==> src/rtl/core/ltc_pkg.sv <==
// Types, constants and lookup functions of the lexeme token classifier.
package ltc_pkg;

  localparam int unsigned WordCount = 16;
  localparam logic [6:0] CountMax = 7'd127;
  localparam logic [6:0] NumDigits = 7'd10;
  localparam logic [7:0] CharZero = 8'h30;
  localparam logic [7:0] CharNine = 8'h39;
  localparam logic [7:0] CharUpperA = 8'h41;
  localparam logic [7:0] CharUpperZ = 8'h5A;
  localparam logic [7:0] CharLowerA = 8'h61;
  localparam logic [7:0] CharLowerZ = 8'h7A;

  typedef enum logic [2:0] {
    CLS_INVALID,
    CLS_TYPENAME,
    CLS_BOOL_VALUE,
    CLS_BOOL_OP,
    CLS_KEYWORD,
    CLS_NUMBER,
    CLS_IDENT
  } class_t;

  typedef enum logic [1:0] {
    CMP_EQUAL,
    CMP_LESS,
    CMP_GREATER
  } cmp_t;

  // Running lexeme state, as held between characters.
  typedef struct packed {
    logic [WordCount-1:0] live;
    logic [6:0]           count;
    logic                 all_digits;
    logic                 lead_zero;
    cmp_t                 cmp;
    logic                 ident_ok;
  } scan_t;

  localparam scan_t ScanClear = '{
    live:       '1,
    count:      7'd0,
    all_digits: 1'b1,
    lead_zero:  1'b0,
    cmp:        CMP_EQUAL,
    ident_ok:   1'b1
  };

  // Fixed words, right-justified, first character in the highest used byte.
  localparam logic [63:0] WordText [WordCount] = '{
    64'("integer"), 64'("boolean"), 64'("true"), 64'("false"),
    64'("and"), 64'("or"), 64'("not"), 64'("if"),
    64'("then"), 64'("else"), 64'("print"), 64'("program"),
    64'("function"), 64'("return"), 64'("begin"), 64'("end")
  };

  localparam logic [3:0] WordLen [WordCount] = '{
    4'd7, 4'd7, 4'd4, 4'd5, 4'd3, 4'd2, 4'd3, 4'd2,
    4'd4, 4'd4, 4'd5, 4'd7, 4'd8, 4'd6, 4'd5, 4'd3
  };

  localparam class_t WordClass [WordCount] = '{
    CLS_TYPENAME, CLS_TYPENAME, CLS_BOOL_VALUE, CLS_BOOL_VALUE,
    CLS_BOOL_OP, CLS_BOOL_OP, CLS_BOOL_OP, CLS_KEYWORD,
    CLS_KEYWORD, CLS_KEYWORD, CLS_KEYWORD, CLS_KEYWORD,
    CLS_KEYWORD, CLS_KEYWORD, CLS_KEYWORD, CLS_KEYWORD
  };

  // Largest 32-bit unsigned value as decimal text.
  localparam logic [79:0] LimitText = 80'("4294967295");

  // Character at position pos of fixed word w; pos must be below its length.
  function automatic logic [7:0] word_char(input logic [3:0] w, input logic [2:0] pos);
    logic [63:0] text;
    logic [2:0]  sh;
    text = WordText[w];
    sh   = WordLen[w][2:0] - 3'd1 - pos;
    return text[{sh, 3'b000} +: 8];
  endfunction

  // Character at position pos of the limit text; pos must be below ten.
  function automatic logic [7:0] limit_char(input logic [3:0] pos);
    logic [3:0] sh;
    sh = 4'd9 - pos;
    return LimitText[{sh, 3'b000} +: 8];
  endfunction

endpackage

==> src/rtl/core/ltc_scan.sv <==
// Per-character state update: word match mask, length count and flags.
module ltc_scan (
  input  logic            clk,
  input  logic            rst_n,
  input  logic            step,
  input  logic [7:0]      char_code,
  input  logic            last_char,
  output ltc_pkg::scan_t  scan_o
);

  ltc_pkg::scan_t scan_r;
  ltc_pkg::scan_t scan_nxt;
  logic [6:0]     pos;
  logic           digit;
  logic           alpha;
  logic [7:0]     lim;

  // Character classes.
  assign pos   = scan_r.count;
  assign digit = (char_code >= ltc_pkg::CharZero) && (char_code <= ltc_pkg::CharNine);
  assign alpha = ((char_code >= ltc_pkg::CharUpperA) && (char_code <= ltc_pkg::CharUpperZ)) ||
                 ((char_code >= ltc_pkg::CharLowerA) && (char_code <= ltc_pkg::CharLowerZ));
  assign lim   = ltc_pkg::limit_char(pos[3:0]);

  // State after this character.
  always_comb begin
    scan_nxt = scan_r;
    for (int w = 0; w < ltc_pkg::WordCount; w++) begin
      if (!(({3'b000, ltc_pkg::WordLen[w]} > pos) &&
            (char_code == ltc_pkg::word_char(4'(w), pos[2:0])))) begin
        scan_nxt.live[w] = 1'b0;
      end
    end
    scan_nxt.all_digits = scan_r.all_digits & digit;
    if ((pos == 7'd0) && (char_code == ltc_pkg::CharZero)) begin
      scan_nxt.lead_zero = 1'b1;
    end
    if ((scan_r.cmp == ltc_pkg::CMP_EQUAL) && (pos < ltc_pkg::NumDigits)) begin
      if (char_code < lim) begin
        scan_nxt.cmp = ltc_pkg::CMP_LESS;
      end else if (char_code > lim) begin
        scan_nxt.cmp = ltc_pkg::CMP_GREATER;
      end
    end
    if (pos == 7'd0) begin
      scan_nxt.ident_ok = alpha;
    end else if (!(alpha || digit)) begin
      scan_nxt.ident_ok = 1'b0;
    end
    scan_nxt.count = (pos == ltc_pkg::CountMax) ? pos : pos + 7'd1;
  end

  // Hold state between characters; clear it after the final one.
  always_ff @(posedge clk) begin
    if (!rst_n) begin
      scan_r <= ltc_pkg::ScanClear;
    end else if (step) begin
      scan_r <= last_char ? ltc_pkg::ScanClear : scan_nxt;
    end
  end

  assign scan_o = scan_nxt;

endmodule

==> src/rtl/core/ltc_decide.sv <==
// Final classification of a lexeme from its completed scan state.
module ltc_decide (
  input  ltc_pkg::scan_t  scan_i,
  input  logic [6:0]      max_len,
  output ltc_pkg::class_t token_class
);

  logic is_word;
  logic is_number;

  always_comb begin
    token_class = ltc_pkg::CLS_INVALID;
    is_word     = 1'b0;
    // Lowest-numbered matching word wins, so scan from the top down.
    for (int w = ltc_pkg::WordCount - 1; w >= 0; w--) begin
      if (scan_i.live[w] && (scan_i.count == {3'b000, ltc_pkg::WordLen[w]})) begin
        token_class = ltc_pkg::WordClass[w];
        is_word     = 1'b1;
      end
    end
    is_number = scan_i.all_digits && (scan_i.count <= ltc_pkg::NumDigits) &&
                !((scan_i.count > 7'd1) && scan_i.lead_zero) &&
                !((scan_i.count == ltc_pkg::NumDigits) &&
                  (scan_i.cmp == ltc_pkg::CMP_GREATER));
    if (!is_word) begin
      if (is_number) begin
        token_class = ltc_pkg::CLS_NUMBER;
      end else if ((scan_i.count <= max_len) && scan_i.ident_ok) begin
        token_class = ltc_pkg::CLS_IDENT;
      end
    end
  end

endmodule

==> src/rtl/core/lexeme_token_classifier.sv <==
// Top level of the lexeme token classifier: input and result registers.
//
// Takes a lexeme one character per word on the input stream, in_tlast on its
// final character, and returns one result word with the lexeme's class for
// each final character (0 invalid, 1 type name, 2 boolean value, 3 boolean
// operator, 4 keyword, 5 number, 6 identifier). One character is accepted
// every cycle, except while a final character waits behind a stalled result
// word. The result word is registered as its final character leaves the
// input register. The rate is set by the update of the word match mask,
// length count and digit flags between the input and result registers. The
// identifier length limit (reset 32) is written through the cfg port; the
// user must write it only while no lexeme is in flight; it is not enforced.
module lexeme_token_classifier (
  input  logic       clk,
  input  logic       rst_n,
  input  logic       in_tvalid,
  output logic       in_tready,
  input  logic [7:0] in_tdata,   // [7:0] char_code
  input  logic       in_tlast,   // last_char
  output logic       out_tvalid,
  input  logic       out_tready,
  output logic [7:0] out_tdata,  // [2:0] token_class, [7:3] zero
  input  logic       cfg_valid,
  output logic       cfg_ready,
  input  logic [6:0] cfg_data    // identifier length limit
);

  logic            in_valid_r;
  logic [7:0]      in_char_r;
  logic            in_last_r;
  logic            advance;
  logic [6:0]      max_len_r;
  logic            out_valid_r;
  ltc_pkg::class_t out_class_r;
  ltc_pkg::scan_t  scan;
  ltc_pkg::class_t cls;

  // A held character moves on unless it would produce a result into a full,
  // stalled result register.
  assign advance   = in_valid_r && (!in_last_r || !out_valid_r || out_tready);
  assign in_tready = !in_valid_r || advance;
  assign cfg_ready = 1'b1;

  // Input register.
  always_ff @(posedge clk) begin
    if (!rst_n) begin
      in_valid_r <= 1'b0;
    end else if (in_tready) begin
      in_valid_r <= in_tvalid;
    end
  end

  always_ff @(posedge clk) begin
    if (in_tready && in_tvalid) begin
      in_char_r <= in_tdata;
      in_last_r <= in_tlast;
    end
  end

  // Identifier length limit.
  always_ff @(posedge clk) begin
    if (!rst_n) begin
      max_len_r <= 7'd32;
    end else if (cfg_valid && cfg_ready) begin
      max_len_r <= cfg_data;
    end
  end

  ltc_scan u_scan (
    .clk       (clk),
    .rst_n     (rst_n),
    .step      (advance),
    .char_code (in_char_r),
    .last_char (in_last_r),
    .scan_o    (scan)
  );

  ltc_decide u_decide (
    .scan_i      (scan),
    .max_len     (max_len_r),
    .token_class (cls)
  );

  // Result register.
  always_ff @(posedge clk) begin
    if (!rst_n) begin
      out_valid_r <= 1'b0;
    end else if (advance && in_last_r) begin
      out_valid_r <= 1'b1;
    end else if (out_tready) begin
      out_valid_r <= 1'b0;
    end
  end

  always_ff @(posedge clk) begin
    if (advance && in_last_r) begin
      out_class_r <= cls;
    end
  end

  assign out_tvalid = out_valid_r;
  assign out_tdata  = {5'b00000, out_class_r};

endmodule

==> config.mk <==
export PLATFORM = sky130hd
export DESIGN_NAME = lexeme_token_classifier
export DESIGN_NICKNAME = d
export VERILOG_FILES = /design/src/rtl/core/ltc_pkg.sv /design/src/rtl/core/ltc_scan.sv /design/src/rtl/core/ltc_decide.sv /design/src/rtl/core/lexeme_token_classifier.sv
export SDC_FILE = /design/constraint.sdc
export NUM_CORES = 1
export LEC_CHECK = 0
export BUFFER_PORTS_ARGS = -buffer_cell sky130_fd_sc_hd__buf_2
export CAP_MARGIN = 20
export CORE_MARGIN = 1
export CORE_UTILIZATION = 65
export DETAILED_ROUTE_END_ITERATION = 12
export PLACE_DENSITY = 0.85
export SLEW_MARGIN = 25
export SYNTH_ARGS = -nofsm -noshare
export SYNTH_HDL_FRONTEND = slang
export SYNTH_SLANG_ARGS = --single-unit
==> constraint.sdc <==
create_clock -name clk -period 5.85 [get_ports clk]
set_input_delay 0.8775 -clock clk [delete_from_list [all_inputs] [get_ports clk]]
set_output_delay 0.8775 -clock clk [all_outputs]
set_load 0.03 [all_outputs]
==> metrics.md <==
| Metric | Value |
|---|---|
| Slew Limit Fails | `0` |
| Pwr dens | `167 nW/um2` |
| Met3 routing resource usage after global routing | `0.0645` |
| Core region area | `6790 um2` |
| Final Skew | `0.0141 ns` |
| Worst min-delay path category | `reg -> reg` |
| Placement row count | `30` |
| FF-to-FF setup slack | `1.65 ns` |
| Detailed-router iteration count before antenna repair | `6` |
| Post-synthesis instance area | `4590 um2` |
| Synth top area share | `0.161` |
| Met2 usage in global routing | `0.566` |
| Worst EP arrival | `4.27 ns` |
| R2R Path End | `out_class_r[1]` |
| Number of enable flip-flop cells after synthesis | `12` |
| Leakage power | `1.88 nW` |
| Top cells by instance count after synthesis | `sky130_fd_sc_hd__nor2_1 (43), sky130_fd_sc_hd__dfxtp_1 (37), sky130_fd_sc_hd__nand2_1 (37)` |
| Share of synthesized registers carrying an async set or reset | `0` |
| Routing usage on met1 | `0.490` |
| Status | `completed` |
| Post-synthesis instance total | `582` |
| Most common cell in the netlist | `sky130_fd_sc_hd__nor2_1` |
| Sequential fraction of the synthesis area | `0.240` |
| Most used flip-flop cell after synthesis | `sky130_fd_sc_hd__dfxtp_1` |
| Final-layout setup total negative slack | `0 ns` |
| Routed vias | `4583` |
| Remaining DRCs | `0` |
| Unrepaired setup endpoints after global routing | `no` |
| Fraction of layout cells with a size suffix above 1 | `0.101` |
| Initial antenna violation count | `0` |
| Filler instances | `550` |
| CP required | `5.91 ns` |
| Final Critical Period | `4.20 ns` |
| Initial DRC Count | `651` |
| Final routed wirelength across all metal layers | `13100 um` |
| Number of nets with antenna violations after routing | `0` |
| Clock-pin slew of the registers on the worst-case setup and hold paths | `0.10 ns` |
| Most utilized layer in the global route result | `met2` |
| Least-Margin Pin Slew | `1.05 ns` |
| Detailed-route vias per instance | `6.85` |
| Worst Path Max Fanout | `34` |
| Count of max-cap constraint violations | `0` |
| Quantity of gates resized following cts | `0` |
| Maximum achievable frequency | `238 MHz` |
| H-Tree Depth | `2` |
| Number of top-level pins | `32` |
| Clock Tree Buf Depth | `2` |
| Number of cell instances on the worst register-to-register path | `12` |
| Global placement routability congestion | `0.922` |
| Max-slew headroom at the worst pin | `0.296` |
| Cell type with the highest aggregate area in the netlist | `sky130_fd_sc_hd__dfxtp_1` |
| Effective utilization at floorplan | `0.676` |
| Input/output buffers | `25` |
| Maximum resistive drop on vdd | `0.176 mV` |
| Path type of the worst setup path | `reg -> reg` |
| Vias in the first global route | `4239` |
| Number of diodes added for antenna fixing | `0` |
| Synth unique cells | `76` |
| Net count reported at finish | `627` |
| Worst reg2reg startpoint | `u_scan.pos[0]` |
| Total number of clock tree sinks | `49` |
| Layout area overhead | `4.14%` |
| Wire length of the first global-routing pass | `21100 um` |
| Fraction of the cycle the final worst path needs | `0.719` |
| Critical Path End | `out_class_r[1]` |
| Skew-Pair Late Insertion Delay | `0.32 ns` |
| TritonCTS clock tree | `done` |
| Root buffer selected by CTS | `sky130_fd_sc_hd__clkbuf_8` |
| Total overflow reported by the global router | `0` |
| Critical Path Start | `u_scan.pos[0]` |
| Top cells by area, synth | `sky130_fd_sc_hd__dfxtp_1 (16%), sky130_fd_sc_hd__ha_1 (9.3%), sky130_fd_sc_hd__edfxtp_1 (7.8%), sky130_fd_sc_hd__xnor2_1 (4.2%), sky130_fd_sc_hd__a21oi_1 (3.9%)` |
| Die Ht | `86.0 um` |
| Clock buffer count from CTS | `5` |
| Hold-fix buffer count after cts | `0` |
| Floorplan die area | `7400 um2` |
| Overall Power | `800 uW` |
| Nature of the critical path endpoint | `register` |
| Total of endpoints with negative setup slack in the final report | `0` |
| Dpl hpwl | `9010 um` |
| Total global-route track usage | `0.366` |
| Launching element type of the critical path | `register` |
| Total of flip-flops plus latches after synthesis | `49` |
| Per-instance average area after synthesis | `7.89 um2` |
| Number of warnings reported in the yosys synthesis log | `0` |
| Endpoints failing hold | `0` |
| Final routed wire length divided by cell count | `19.6 um` |
| Die Wd | `86.0 um` |
| Setup bufs post-CTS | `0` |
| Maximum number of pins on one net before global-route repair | `35` |
==> state kept, by name, summed over array words and instances, names as in the netlist <==
register and cells:
in_valid_r 1, out_tvalid 1, in_char_r 8, u_scan.scan_r 21, out_class_r 3, u_scan.pos 7
max_len_r 7, in_last_r 1
==> placed cells by master (no fill, tap or decap), types with 5 or more instances in the layout <==
master                     instances
sky130_fd_sc_hd__mux2i_1          14
sky130_fd_sc_hd__nor4_1            8
sky130_fd_sc_hd__o21ai_0          24
sky130_fd_sc_hd__nand2b_1         10
sky130_fd_sc_hd__and3_1            7
sky130_fd_sc_hd__nor2b_1          26
sky130_fd_sc_hd__inv_1            23
sky130_fd_sc_hd__buf_4             7
sky130_fd_sc_hd__xor2_1           12
sky130_fd_sc_hd__a21oi_1          36
sky130_fd_sc_hd__conb_1            6
sky130_fd_sc_hd__clkbuf_8          5
sky130_fd_sc_hd__o211ai_1          9
sky130_fd_sc_hd__xnor2_1          22
sky130_fd_sc_hd__a22oi_1           8
sky130_fd_sc_hd__nor2_1           43
sky130_fd_sc_hd__a211o_1           8
sky130_fd_sc_hd__nand3_1          19
sky130_fd_sc_hd__nand2_1          37
sky130_fd_sc_hd__nand3b_1          6
sky130_fd_sc_hd__nand4_1          10
sky130_fd_sc_hd__edfxtp_1         12
sky130_fd_sc_hd__nor3b_1           6
sky130_fd_sc_hd__nor3_1           11
sky130_fd_sc_hd__ha_1             34
sky130_fd_sc_hd__dfxtp_1          37
sky130_fd_sc_hd__a31oi_1           8
sky130_fd_sc_hd__or3_1             6
sky130_fd_sc_hd__buf_2            25
sky130_fd_sc_hd__o22ai_1           5
==> layout make-up <==
type	instances	area, um2	share of cell area
tap	96	120	0.0251
clock inverter	2	13.8	0.00288
sequential	49	1100	0.230
timing repair buffer	33	193	0.0403
inverter	24	90.1	0.0188
multi-input combinational	459	3170	0.663
clock buffer	6	93.8	0.0196
==> worst min path at each step <==
stage,from,endpoint,cells after the start
5_1_grt,u_scan.scan_r[4],u_scan.scan_r[4],1
3_5_place_dp,u_scan.scan_r[4],u_scan.scan_r[4],1
6_report,u_scan.scan_r[4],u_scan.scan_r[4],1
3_3_place_gp,u_scan.scan_r[4],u_scan.scan_r[4],1
2_1_floorplan,u_scan.scan_r[4],u_scan.scan_r[4],1
4_1_cts,u_scan.scan_r[4],u_scan.scan_r[4],1
==> cells by family after synthesis <==
| kind of cell | count (synthesis) | synth area share |
|---|---|---|
| AO/OA/AOI/OAI | 145 | 0.215 |
| XOR/XNOR | 34 | 0.0649 |
| adder cells (fa/ha/maj) | 34 | 0.0927 |
| buffers and inverters | 78 | 0.0730 |
| flip-flops | 49 | 0.240 |
| multiplexers | 16 | 0.0379 |
| other | 2 | 0.00164 |
| AND/OR/NAND/NOR | 224 | 0.275 |
==> per-layer routing <==
layer  wire, um  up-vias
met1       5330     2118
met2       5880      323
met5          0        -
li1           -     2083
met4        554        0
met3       1330       59
==> power breakdown <==
group	internal, mW	total, mW	switching (mW)
logic	0.0701	0.181	0.111
clock network	0.111	0.241	0.129
registers	0.365	0.378	0.0137
==> critical path, cell delays in order, from the launching register on <==
cell and delay (ns):
sky130_fd_sc_hd__dfxtp_1 0.32, sky130_fd_sc_hd__buf_4 0.34, sky130_fd_sc_hd__clkinv_1 0.40, sky130_fd_sc_hd__ha_1 0.44
sky130_fd_sc_hd__inv_1 0.15, sky130_fd_sc_hd__ha_1 0.37, sky130_fd_sc_hd__or3b_2 0.51, sky130_fd_sc_hd__a221oi_1 0.29
sky130_fd_sc_hd__a31oi_1 0.08, sky130_fd_sc_hd__nor4_1 0.38, sky130_fd_sc_hd__nor3b_1 0.12, sky130_fd_sc_hd__o311ai_0 0.43
sky130_fd_sc_hd__o21ai_0 0.13
==> stage by stage <==
stage               hold slack (ns)  area, um2  std cells   util  setup slack (ns)
finish                        0.456       4780        669  0.704              1.65
global route                  0.471       4780        669  0.704              1.43
CTS                           0.458       4770        668  0.701              1.71
detailed placement            0.433       4660        660  0.686              1.71
global placement              0.426       4660        660  0.686              1.84
floorplan                     0.418       4610        586      -              2.09
Power figures use the tool's default switching activity.
